`src/sv/ip_address_text_classifier_macros.svh`:
```
// ----------------------------------------------------------------------------
// ip_address_text_classifier_macros
// assertion macros used by the classifier back end (iptc_back)
// ----------------------------------------------------------------------------
`ifndef IP_ADDRESS_TEXT_CLASSIFIER_MACROS_SVH
`define IP_ADDRESS_TEXT_CLASSIFIER_MACROS_SVH

// property holds at every clock once out of reset
`define IPTC_ASSERT(lbl, prop, msg) \
    lbl: assert property (@(posedge clk) disable iff (!rst_n) (prop)) else $error(msg);

// consequent holds in the same cycle as the antecedent
`define IPTC_ASSERT_IMPL(lbl, ante, cons, msg) \
    lbl: assert property (@(posedge clk) disable iff (!rst_n) (ante) |-> (cons)) \
        else $error(msg);

// consequent holds in the cycle after the antecedent
`define IPTC_ASSERT_NEXT(lbl, ante, cons, msg) \
    lbl: assert property (@(posedge clk) disable iff (!rst_n) (ante) |=> (cons)) \
        else $error(msg);

`endif

```
`src/sv/iptc_pkg.sv`:
```
// ----------------------------------------------------------------------------
// iptc_pkg
// types and constants of the address text classifier
// ----------------------------------------------------------------------------
`default_nettype none

package iptc_pkg;

    typedef enum logic [1:0] {
        VERDICT_IPV4    = 2'd0,
        VERDICT_IPV6    = 2'd1,
        VERDICT_NEITHER = 2'd2
    } verdict_t;

    // one classified word between front and back
    typedef struct packed {
        logic       eol;
        logic       is_digit;
        logic       is_hex;
        logic       is_dot;
        logic       is_colon;
        logic [3:0] digit;
    } char_word_t;

    localparam logic [7:0]  CHAR_DOT   = 8'h2E;
    localparam logic [7:0]  CHAR_COLON = 8'h3A;
    localparam logic [7:0]  CHAR_ZERO  = 8'h30;

    localparam logic [11:0] OCTET_MAX         = 12'd255;
    localparam logic [1:0]  DOTTED_DIGITS_MAX = 2'd3;
    localparam logic [1:0]  DOTTED_BLOCKS_MAX = 2'd3;
    localparam logic [2:0]  COLON_DIGITS_MAX  = 3'd4;
    localparam logic [2:0]  COLON_BLOCKS_MAX  = 3'd7;

    localparam int QUEUE_AW    = 1;
    localparam int QUEUE_DEPTH = 2 ** QUEUE_AW;

endpackage

`default_nettype wire

```
`src/sv/ip_address_text_classifier.sv`:
```
// ----------------------------------------------------------------------------
// ip_address_text_classifier
// classifies a text line as dotted ipv4, colon ipv6 or neither
//
// channel  direction  handshake             payload
// in       sink       in_valid / in_ready   op, character
// out      source     out_valid / out_ready verdict
//
// one word accepted per cycle while the out channel is not stalled, characters and end of line alike
// an end-of-line word passes the front register and a queue slot, then its verdict
// is registered in the verdict register
// a stalled out channel holds only end-of-line words; characters ahead of a held one still drain
// through the two-entry queue into the recognisers
// reset clears the recognisers, the queue and both valid flags at once
// ----------------------------------------------------------------------------
`default_nettype none

module ip_address_text_classifier (
    input  wire logic       clk,
    input  wire logic       rst_n,
    input  wire logic       in_valid,
    output logic            in_ready,
    input  wire logic       op,
    input  wire logic [7:0] character,
    output logic            out_valid,
    input  wire logic       out_ready,
    output logic [1:0]      verdict
);
    import iptc_pkg::*;

    logic       front_valid;
    logic       front_ready;
    char_word_t front_word;
    logic       queue_valid;
    logic       queue_ready;
    char_word_t queue_word;

    iptc_front u_front (
        .clk        (clk),
        .rst_n      (rst_n),
        .in_valid   (in_valid),
        .in_ready   (in_ready),
        .op         (op),
        .character  (character),
        .word_valid (front_valid),
        .word_ready (front_ready),
        .word       (front_word)
    );

    iptc_queue u_queue (
        .clk        (clk),
        .rst_n      (rst_n),
        .push_valid (front_valid),
        .push_ready (front_ready),
        .push_word  (front_word),
        .pop_valid  (queue_valid),
        .pop_ready  (queue_ready),
        .pop_word   (queue_word)
    );

    iptc_back u_back (
        .clk        (clk),
        .rst_n      (rst_n),
        .word_valid (queue_valid),
        .word_ready (queue_ready),
        .word       (queue_word),
        .out_valid  (out_valid),
        .out_ready  (out_ready),
        .verdict    (verdict)
    );

endmodule

`default_nettype wire

```
`src/sv/iptc_front.sv`:
```
// ----------------------------------------------------------------------------
// iptc_front
// accepts input words and registers their character class
// ----------------------------------------------------------------------------
`default_nettype none

module iptc_front (
    input  wire logic               clk,
    input  wire logic               rst_n,
    input  wire logic               in_valid,
    output logic                    in_ready,
    input  wire logic               op,
    input  wire logic [7:0]         character,
    output logic                    word_valid,
    input  wire logic               word_ready,
    output iptc_pkg::char_word_t    word
);
    import iptc_pkg::*;

    logic       valid_reg;
    logic       valid_next;
    char_word_t word_reg;
    char_word_t word_next;
    logic       accept;

    assign in_ready = !valid_reg || word_ready;
    assign accept   = in_valid && in_ready;

    always_comb
    begin
        word_next          = '0;
        word_next.eol      = op;
        word_next.is_digit = !op && (character inside {[8'h30:8'h39]});
        word_next.is_hex   = !op && (character inside {[8'h30:8'h39], [8'h41:8'h46],
                                                       [8'h61:8'h66]});
        word_next.is_dot   = !op && (character == CHAR_DOT);
        word_next.is_colon = !op && (character == CHAR_COLON);
        word_next.digit    = 4'(character - CHAR_ZERO);
    end

    always_comb
    begin
        valid_next = valid_reg;
        if (accept)
        begin
            valid_next = 1'b1;
        end
        else if (word_ready)
        begin
            valid_next = 1'b0;
        end
    end

    always_ff @(posedge clk or negedge rst_n)
    begin
        if (!rst_n)
        begin
            valid_reg <= 1'b0;
        end
        else
        begin
            valid_reg <= valid_next;
        end
    end

    always_ff @(posedge clk)
    begin
        if (accept)
        begin
            word_reg <= word_next;
        end
    end

    assign word_valid = valid_reg;
    assign word       = word_reg;

endmodule

`default_nettype wire

```
`src/sv/iptc_queue.sv`:
```
// ----------------------------------------------------------------------------
// iptc_queue
// short fifo of classified words between front and back
// ----------------------------------------------------------------------------
`default_nettype none

module iptc_queue (
    input  wire logic               clk,
    input  wire logic               rst_n,
    input  wire logic               push_valid,
    output logic                    push_ready,
    input  wire iptc_pkg::char_word_t push_word,
    output logic                    pop_valid,
    input  wire logic               pop_ready,
    output iptc_pkg::char_word_t    pop_word
);
    import iptc_pkg::*;

    char_word_t          mem_reg [QUEUE_DEPTH];
    logic [QUEUE_AW-1:0] wr_ptr_reg;
    logic [QUEUE_AW-1:0] wr_ptr_next;
    logic [QUEUE_AW-1:0] rd_ptr_reg;
    logic [QUEUE_AW-1:0] rd_ptr_next;
    logic [QUEUE_AW:0]   count_reg;
    logic [QUEUE_AW:0]   count_next;
    logic                push;
    logic                pop;

    assign push_ready = (count_reg != (QUEUE_AW+1)'(QUEUE_DEPTH));
    assign pop_valid  = (count_reg != '0);
    assign push       = push_valid && push_ready;
    assign pop        = pop_valid && pop_ready;
    assign pop_word   = mem_reg[rd_ptr_reg];

    always_comb
    begin
        wr_ptr_next = push ? wr_ptr_reg + 1'b1 : wr_ptr_reg;
        rd_ptr_next = pop ? rd_ptr_reg + 1'b1 : rd_ptr_reg;
        count_next  = count_reg;
        if (push && !pop)
        begin
            count_next = count_reg + 1'b1;
        end
        else if (pop && !push)
        begin
            count_next = count_reg - 1'b1;
        end
    end

    always_ff @(posedge clk or negedge rst_n)
    begin
        if (!rst_n)
        begin
            wr_ptr_reg <= '0;
            rd_ptr_reg <= '0;
            count_reg  <= '0;
        end
        else
        begin
            wr_ptr_reg <= wr_ptr_next;
            rd_ptr_reg <= rd_ptr_next;
            count_reg  <= count_next;
        end
    end

    always_ff @(posedge clk)
    begin
        if (push)
        begin
            mem_reg[wr_ptr_reg] <= push_word;
        end
    end

endmodule

`default_nettype wire

```
`src/sv/iptc_back.sv`:
```
// ----------------------------------------------------------------------------
// iptc_back
// dotted and colon recognisers and the verdict output register
// ----------------------------------------------------------------------------
`default_nettype none

`include "ip_address_text_classifier_macros.svh"

module iptc_back (
    input  wire logic               clk,
    input  wire logic               rst_n,
    input  wire logic               word_valid,
    output logic                    word_ready,
    input  wire iptc_pkg::char_word_t word,
    output logic                    out_valid,
    input  wire logic               out_ready,
    output logic [1:0]              verdict
);
    import iptc_pkg::*;

    logic       dotted_ok_reg;
    logic       dotted_ok_next;
    logic [1:0] dotted_blocks_reg;
    logic [1:0] dotted_blocks_next;
    logic [1:0] dotted_digits_reg;
    logic [1:0] dotted_digits_next;
    logic [7:0] dotted_value_reg;
    logic [7:0] dotted_value_next;
    logic       dotted_zero_reg;
    logic       dotted_zero_next;
    logic       colon_ok_reg;
    logic       colon_ok_next;
    logic [2:0] colon_blocks_reg;
    logic [2:0] colon_blocks_next;
    logic [2:0] colon_digits_reg;
    logic [2:0] colon_digits_next;
    logic       out_valid_reg;
    logic       out_valid_next;
    verdict_t   verdict_reg;
    verdict_t   verdict_next;
    logic [11:0] dotted_sum;
    logic       pop;
    logic       recog_clear;
    logic       lone_zero;

    assign word_ready = !word.eol || !out_valid_reg || out_ready;
    assign pop        = word_valid && word_ready;
    assign dotted_sum = {1'b0, dotted_value_reg, 3'b000} + {3'b000, dotted_value_reg, 1'b0}
                      + {8'd0, word.digit};

    assign recog_clear = dotted_ok_reg && colon_ok_reg
                       && dotted_blocks_reg == '0 && colon_blocks_reg == '0
                       && dotted_digits_reg == '0 && colon_digits_reg == '0;
    assign lone_zero   = dotted_digits_reg == 2'd1 && dotted_value_reg == '0;

    always_comb
    begin
        dotted_ok_next     = dotted_ok_reg;
        dotted_blocks_next = dotted_blocks_reg;
        dotted_digits_next = dotted_digits_reg;
        dotted_value_next  = dotted_value_reg;
        dotted_zero_next   = dotted_zero_reg;
        colon_ok_next      = colon_ok_reg;
        colon_blocks_next  = colon_blocks_reg;
        colon_digits_next  = colon_digits_reg;
        verdict_next       = verdict_reg;
        out_valid_next     = out_ready ? 1'b0 : out_valid_reg;

        if (pop && word.eol)
        begin
            if (dotted_ok_reg && dotted_blocks_reg == DOTTED_BLOCKS_MAX
                && dotted_digits_reg != '0)
            begin
                verdict_next = VERDICT_IPV4;
            end
            else if (colon_ok_reg && colon_blocks_reg == COLON_BLOCKS_MAX
                     && colon_digits_reg != '0)
            begin
                verdict_next = VERDICT_IPV6;
            end
            else
            begin
                verdict_next = VERDICT_NEITHER;
            end
            out_valid_next     = 1'b1;
            dotted_ok_next     = 1'b1;
            dotted_blocks_next = '0;
            dotted_digits_next = '0;
            dotted_value_next  = '0;
            dotted_zero_next   = 1'b0;
            colon_ok_next      = 1'b1;
            colon_blocks_next  = '0;
            colon_digits_next  = '0;
        end
        else if (pop)
        begin
            // dotted form
            if (dotted_ok_reg)
            begin
                if (word.is_digit)
                begin
                    if (dotted_digits_reg == DOTTED_DIGITS_MAX
                        || (dotted_digits_reg == 2'd1 && dotted_zero_reg)
                        || dotted_sum > OCTET_MAX)
                    begin
                        dotted_ok_next = 1'b0;
                    end
                    else
                    begin
                        if (dotted_digits_reg == '0)
                        begin
                            dotted_zero_next = (word.digit == 4'd0);
                        end
                        dotted_value_next  = dotted_sum[7:0];
                        dotted_digits_next = dotted_digits_reg + 1'b1;
                    end
                end
                else if (word.is_dot)
                begin
                    if (dotted_digits_reg == '0 || dotted_blocks_reg == DOTTED_BLOCKS_MAX)
                    begin
                        dotted_ok_next = 1'b0;
                    end
                    else
                    begin
                        dotted_blocks_next = dotted_blocks_reg + 1'b1;
                        dotted_digits_next = '0;
                        dotted_value_next  = '0;
                        dotted_zero_next   = 1'b0;
                    end
                end
                else
                begin
                    dotted_ok_next = 1'b0;
                end
            end
            // colon form
            if (colon_ok_reg)
            begin
                if (word.is_hex)
                begin
                    if (colon_digits_reg == COLON_DIGITS_MAX)
                    begin
                        colon_ok_next = 1'b0;
                    end
                    else
                    begin
                        colon_digits_next = colon_digits_reg + 1'b1;
                    end
                end
                else if (word.is_colon)
                begin
                    if (colon_digits_reg == '0 || colon_blocks_reg == COLON_BLOCKS_MAX)
                    begin
                        colon_ok_next = 1'b0;
                    end
                    else
                    begin
                        colon_blocks_next = colon_blocks_reg + 1'b1;
                        colon_digits_next = '0;
                    end
                end
                else
                begin
                    colon_ok_next = 1'b0;
                end
            end
        end
    end

    always_ff @(posedge clk or negedge rst_n)
    begin
        if (!rst_n)
        begin
            dotted_ok_reg     <= 1'b1;
            dotted_blocks_reg <= '0;
            dotted_digits_reg <= '0;
            dotted_value_reg  <= '0;
            dotted_zero_reg   <= 1'b0;
            colon_ok_reg      <= 1'b1;
            colon_blocks_reg  <= '0;
            colon_digits_reg  <= '0;
            out_valid_reg     <= 1'b0;
        end
        else
        begin
            dotted_ok_reg     <= dotted_ok_next;
            dotted_blocks_reg <= dotted_blocks_next;
            dotted_digits_reg <= dotted_digits_next;
            dotted_value_reg  <= dotted_value_next;
            dotted_zero_reg   <= dotted_zero_next;
            colon_ok_reg      <= colon_ok_next;
            colon_blocks_reg  <= colon_blocks_next;
            colon_digits_reg  <= colon_digits_next;
            out_valid_reg     <= out_valid_next;
        end
    end

    always_ff @(posedge clk)
    begin
        verdict_reg <= verdict_next;
    end

    assign out_valid = out_valid_reg;
    assign verdict   = verdict_reg;

    `IPTC_ASSERT_NEXT(a_clear_after_eol, pop && word.eol, recog_clear, "recognisers not cleared")
    `IPTC_ASSERT_IMPL(a_zero_block, dotted_zero_reg, lone_zero, "leading zero flag out of step")
    `IPTC_ASSERT(a_colon_digits, colon_digits_reg <= COLON_DIGITS_MAX, "colon block too long")

endmodule

`default_nettype wire
```
`config.mk`:
```
export PLATFORM = sky130hd
export DESIGN_NAME = ip_address_text_classifier
export DESIGN_NICKNAME = d
export VERILOG_FILES = /design/src/sv/iptc_pkg.sv /design/src/sv/ip_address_text_classifier.sv /design/src/sv/iptc_front.sv /design/src/sv/iptc_queue.sv /design/src/sv/iptc_back.sv
export VERILOG_INCLUDE_DIRS = /design/src /design/src/sv
export SDC_FILE = /design/constraint.sdc
export NUM_CORES = 1
export LEC_CHECK = 0
export ABC_AREA = 1
export BUFFER_PORTS_ARGS = -buffer_cell sky130_fd_sc_hd__buf_2
export CAP_MARGIN = 20
export CORE_AREA = 5 5 83 85
export DETAILED_ROUTE_END_ITERATION = 10
export DIE_AREA = 0 0 88 90
export PLACE_DENSITY = 0.77
export SLEW_MARGIN = 30
export SYNTH_ARGS = -nofsm -noshare
export SYNTH_HDL_FRONTEND = slang
export SYNTH_HIERARCHICAL = 1
export SYNTH_SLANG_ARGS = --single-unit
```
`constraint.sdc`:
```
create_clock -name clk -period 7.6 [get_ports clk]
set_input_delay 0.76 -clock clk [delete_from_list [all_inputs] [get_ports clk]]
set_output_delay 0.76 -clock clk [all_outputs]
set_load 0.1 [all_outputs]
```
==> results.toml, run 1 <==
[run_status]
outcome = "complete, no violations"

[placement]
gp_congestion = 0.796
dpl_cell_area_um2 = 3370
place_inst = 452
place.port_buffers = 16
dp_hpwl_mm = 4.32

[detailed_routing]
ant_nets = 0
wl_per_cell_um = 12.0
viasPerCell = 4.95
wirelength_mm = 5.51
routed.top_layer = "met4"
drt_iter0_drc = 76
dr_wl_met2_mm = 2.80
drcViolationCount = 0
m1WireLength_mm = 2.44
first_pass_iters = 4
vias = 2275
wl_met3_um = 175

[finish]
area_delta_synth_final_pct = 6.52
layout_common_cells = "113 x nand2_1, 47 x inv_1, 29 x edfxtp_1"
regArea_um2 = 1550
nFillCells = 551
final_area_um2 = 3460
n_antenna_cell = 0
largest_reg_flops = 18
drive_gt1_frac = 0.167
final_common_cell = "nand2_1"
final_net_count = 421
final_cells = 460
post-route-util = 0.564
multi_input_area_um2 = 1450

[floorplanning]
die_w_um = 88
ios = 17
core_um2 = 6130
rows = 29
die-area_um2 = 7920
die-height_um = 90
start_util = 0.529

[timing]
min_period_over_period = 0.394
holdWs_ns = 0.450
max_slew_margin = 0.443
final-setup-viol-count = 0
rsz0062_at_grt = "false"
min_period_ns = 3.00
fmax_ghz = 0.334
drv_slew = 0
setup_tns_ns = 0
clock_skew_ns = 0.00680
finalHoldViolations = 0
tightest_slew_ns = 0.835

[cts]
cts_tree = "built"
clk_path_buf_depth = 2
cts-root-buf = "clkbuf_8"
cts_sinks = 56
hold_buffers = 0
numCtsBuffers = 5
post-cts-setup-buffers = 0
clkTransAtPathRegs_ns = 0.10
htree_levels = 2
clkLatencyLatePin_ns = 0.30
cts.repair.resized = 0

[power_and_ir_drop]
power_density_nw_per_um2 = 362
ir_drop_mv = 0.187
total_leakage_power_nw = 1.73

[critical_path]
critical_path.endpoint_type = "flip-flop"
reg2reg_slack_ns = 4.60
cp.arrival_ns = 3.19
reg2reg_depth = 18
crit_path_start_kind = "flip-flop"
r2r_start = "u_queue/rd_ptr_reg"
worstPathRequired_ns = 7.80
path_class = "reg -> reg"
crit_path_max_fanout = 21
crit_start = "u_queue/rd_ptr_reg"
r2r_end = "u_back/dotted_digits_reg[0]"

[run]
maxCapViolCount = 0

[global_route]
grt_max_degree = 28
first_global_vias = 2434
globalRouteOverflowTotal = 0
grt_use_total = 0.154
grt_pass1_wl_mm = 9.94
antenna_found_initial = 0

[hold_path]
hold_class = "in -> async"

[synth]
ys_seq_elements = 56
seq_area_frac_synth = 0.477
synth_area_per_cell_um2 = 8.92
syn_nets = 403
syn_area_um2 = 3250
yosys_warnings = 6
syn_inst = 364
synth_cell_type_count = 34
-- layout make-up --
type,count,share of cell area
sequential,56,0.448
clock buffer,5,0.0199
multi-input combinational,251,0.419
clock inverter,3,0.00543
tap,77,0.0279
timing repair buffer,16,0.0232
inverter,52,0.0565
-- through the flow --
step / power (W) / setup slack, ns
floorplan: 0.00102 / 4.96
global placement: 0.00108 / 4.69
detailed placement: 0.00111 / 4.60
CTS: 0.00127 / 4.58
global route: 0.00137 / 4.17
finish: 0.00125 / 4.60
-- critical path: stages, from the launching register on --
cell     delay, ns
dfrtp_1       0.50
inv_2         0.19
nand2_1       0.06
nand2_1       0.06
inv_1         0.06
fa_1          0.52
fa_1          0.42
inv_1         0.07
nand2_1       0.06
nand2_1       0.11
nand3_1       0.10
nand3_1       0.09
nand2_1       0.05
nor2_1        0.08
nand2_1       0.06
nand2_2       0.09
nand2_4       0.17
nand2_1       0.13
o21ai_2       0.06
-- synthesized netlist by cell type --
master,instances,area share
nand4_1,2,0.0039
ha_1,24,0.093
o21ai_1,1,0.0015
a21oi_1,8,0.012
and2_2,1,0.0023
a21boi_4,1,0.0058
buf_4,1,0.0023
a31oi_1,1,0.0019
fa_1,2,0.012
or2_1,1,0.0019
nand2_2,8,0.015
xnor2_1,2,0.0054
nor3_1,1,0.0015
nand3b_1,1,0.0023
inv_1,47,0.054
dfstp_2,2,0.016
nor2_2,1,0.0019
edfxtp_1,29,0.27
or2_2,3,0.0058
buf_6,4,0.014
xor2_1,2,0.0054
xor2_2,1,0.0050
o21ai_2,11,0.030
nand3_2,3,0.0093
o21ai_0,12,0.019
nor2_1,25,0.029
or2_4,1,0.0027
nand2_4,3,0.010
dfrtp_1,25,0.19
nand2_1,113,0.13
inv_2,5,0.0058
nor4_1,1,0.0019
nand3_1,21,0.032
nor4b_2,1,0.0046
-- logic make-up (layout without fill, tap and decap cells) --
group                    after synthesis  after routing  synth area share
XOR/XNOR                               5              5            0.0158
adder cells (fa/ha/maj)               26             26             0.105
flip-flops                            56             56             0.477
AND/OR/NAND/NOR                      186            186             0.256
AO/OA/AOI/OAI                         34             34            0.0698
buffers and inverters                 57             76            0.0763
-- metal layers --
layer	GRT usage	vias to the layer above
met5	0	-
met4	0.0665	0
met3	0.0329	9
met2	0.268	40
met1	0.180	1024
li1	-	1202
-- worst max-delay path by stage --
stage | slack [ns] | cells after the start | endpoint
floorplan | 4.96 | 19 | u_back/dotted_value_reg[7]
global placement | 4.69 | 18 | u_back/dotted_digits_reg[0]
detailed placement | 4.60 | 18 | u_back/dotted_value_reg[6]
CTS | 4.58 | 18 | u_back/dotted_value_reg[6]
global route | 4.17 | 18 | u_back/dotted_value_reg[2]
finish | 4.60 | 18 | u_back/dotted_digits_reg[0]
-- where the power goes --
part	total [W]	switching (W)	internal, W	leakage (nW)
clock network	0.000158	0.0000946	0.0000638	0.0378
logic	0.000605	0.000412	0.000193	1.07
registers	0.000489	0.0000608	0.000428	0.620
total	0.00125	0.000567	0.000685	1.73
(Power assumes the default switching activity.)
==> run 2, diff against run 1 <==
==> constraint.sdc (replaced) <==
create_clock -name clk -period 2.95 [get_ports clk]
set_input_delay 0.295 -clock clk [delete_from_list [all_inputs] [get_ports clk]]
set_output_delay 0.295 -clock clk [all_outputs]
set_load 0.1 [all_outputs]
==> run 2 against run 1 <==
The run now ends with negative hold slack left; clock skew shrank 0.0013 ns; cell count grew 0.87%; cell area grew 2.9%; via count grew 2.3%; clock power grew to 2.6 times the previous value; register-to-register slack lost 4.4 ns; wire length grew 3.9%; critical path type unchanged; highest routed layer unchanged.
==> results.toml, run 2 (synthesis gave the netlist of run 1 again) <==
[run_status]
outcome = "finished, violations left"
violations = "negative hold slack"

[cts]
clkTransAtPathRegs_ns = 0.10
htree_levels = 2
hold_buffers = 0
cts_sinks = 56
cts-root-buf = "clkbuf_8"
numCtsBuffers = 5
cts_tree = "built"
clk_path_buf_depth = 2
clkLatencyLatePin_ns = 0.30

[placement]
gp_congestion = 0.833
pre_cts_slack_ns = 0.117
place.port_buffers = 16
dp_hpwl_mm = 4.38
dpl_cell_area_um2 = 3380

[floorplanning]
die-area_um2 = 7920
core_um2 = 6130
ios = 17
die-height_um = 90
start_util = 0.529
die_w_um = 88
rows = 29

[finish]
final_area_um2 = 3560
area_delta_synth_final_pct = 9.56
drive_gt1_frac = 0.207
final_net_count = 425
final_common_cell = "nand2_1"
largest_reg_flops = 18
nFillCells = 515
post-route-util = 0.580
multi_input_area_um2 = 1540
n_antenna_cell = 0
regArea_um2 = 1550
layout_common_cells = "102 x nand2_1, 47 x inv_1, 29 x edfxtp_1"

[timing]
final-setup-viol-count = 0
finalWorstSetupSlack_ns = 0.188
finalHoldViolations = 10
fmax_ghz = 0.362
clock_skew_ns = 0.00551
min_period_over_period = 0.936
min_period_ns = 2.76
max_slew_margin = 0.448
tightest_slew_ns = 0.828
drv_slew = 0
holdWs_ns = -0.0149

[detailed_routing]
wirelength_mm = 5.72
ant_nets = 0
wl_per_cell_um = 12.3
first_pass_iters = 4
vias = 2327
viasPerCell = 5.02
drt_iter0_drc = 93
drcViolationCount = 0

[power_and_ir_drop]
total_leakage_power_nw = 1.76
power_density_nw_per_um2 = 965
ir_drop_mv = 0.503

[global_route]
globalRouteOverflowTotal = 0
grt_max_degree = 28
grt_use_total = 0.150
grt_pass1_wl_mm = 9.63
first_global_vias = 2213
antenna_found_initial = 0

[hold_path]
hold_class = "in -> async"

[run]
maxCapViolCount = 0

[critical_path]
critical_path.endpoint_type = "flip-flop"
cp.arrival_ns = 2.97
crit_path_start_kind = "flip-flop"
worstPathRequired_ns = 3.15
path_class = "reg -> reg"
crit_path_max_fanout = 7
run 2: changes by cell type in the layout (fill, tap and decap cells not counted), moves of 2 or more:
cell / previous run / this run
buf_4: 0 / 2
nand2_8: 0 / 2
ha_1: 24 / 22
nand2_1: 113 / 102
nand2_2: 8 / 18
run 2: worst paths after layout:
| check | startpoint | depth (start not counted) | to | slack, ns |
|---|---|---|---|---|
| worst max-delay path | u_queue/rd_ptr_reg | 20 | u_back/dotted_value_reg[7] | 0.19 |
| worst min-delay path | rst_n | 1 | u_back/colon_digits_reg[1] | -0.01 |
| worst max register to register | u_queue/rd_ptr_reg | 20 | u_back/dotted_value_reg[7] | 0.19 |
| worst min register to register | u_front/word[7] | 0 | u_queue/mem_reg[1][7] | 0.46 |
| max in group asynchronous | rst_n | 1 | u_queue/count_reg[0] | 2.55 |
| min in group clk | in_valid | 3 | u_front/word_valid | 0.18 |
run 2: cell type report:
class | instances | area share
tap | 77 | 0.0271
clock inverter | 2 | 0.00317
multi-input combinational | 253 | 0.432
inverter | 52 | 0.0549
timing repair buffer | 18 | 0.0267
sequential | 56 | 0.436
clock buffer | 6 | 0.0204
run 2: repair_timing:
action	CTS	global route
setup endpoints to repair	0	11
setup buffers	0	0
resized for setup	0	17
run 2: routing by layer:
| metal | GRT usage | vias up | part of all wire |
|---|---|---|---|
| met5 | 0 | - | 0 |
| met4 | 0.0473 | 0 | 0.0077 |
| met3 | 0.0256 | 4 | 0.027 |
| met2 | 0.260 | 28 | 0.51 |
| met1 | 0.187 | 1085 | 0.46 |
| li1 | - | 1210 | - |
run 2: where the power goes:
group          internal [W]  total, W  switching, W
sequential          0.00110   0.00125      0.000149
combinational      0.000566   0.00178       0.00121
clock              0.000165  0.000405      0.000240
total               0.00183   0.00343       0.00160
run 2: per-stage QoR:
stage / power, W / setup TNS [ns] / std cells / hold slack [ns]
final: 0.00343 / 0 / 464 / -0.0149
after global routing: 0.00372 / -0.00235 / 464 / 0.0325
after CTS: 0.00329 / 0 / 462 / 0.0213
after detailed placement: 0.00288 / 0 / 454 / 0.356
after global placement: 0.00281 / 0 / 454 / 0.342
after floorplan: 0.00262 / 0 / 364 / -0.000591
run 2: worst max-delay path: stages (launching register included):
cell     delay, ns
dfrtp_1       0.42
inv_2         0.07
buf_4         0.16
nand2_1       0.07
nand2_2       0.07
ha_4          0.26
ha_2          0.16
inv_1         0.05
fa_1          0.35
inv_1         0.07
nand2_1       0.07
nand2_2       0.08
nand3_1       0.09
nand3_1       0.09
nand2_1       0.05
nor2_1        0.08
nand2_1       0.09
nand2_4       0.16
nand2_4       0.11
nand2_2       0.09
o21ai_2       0.05
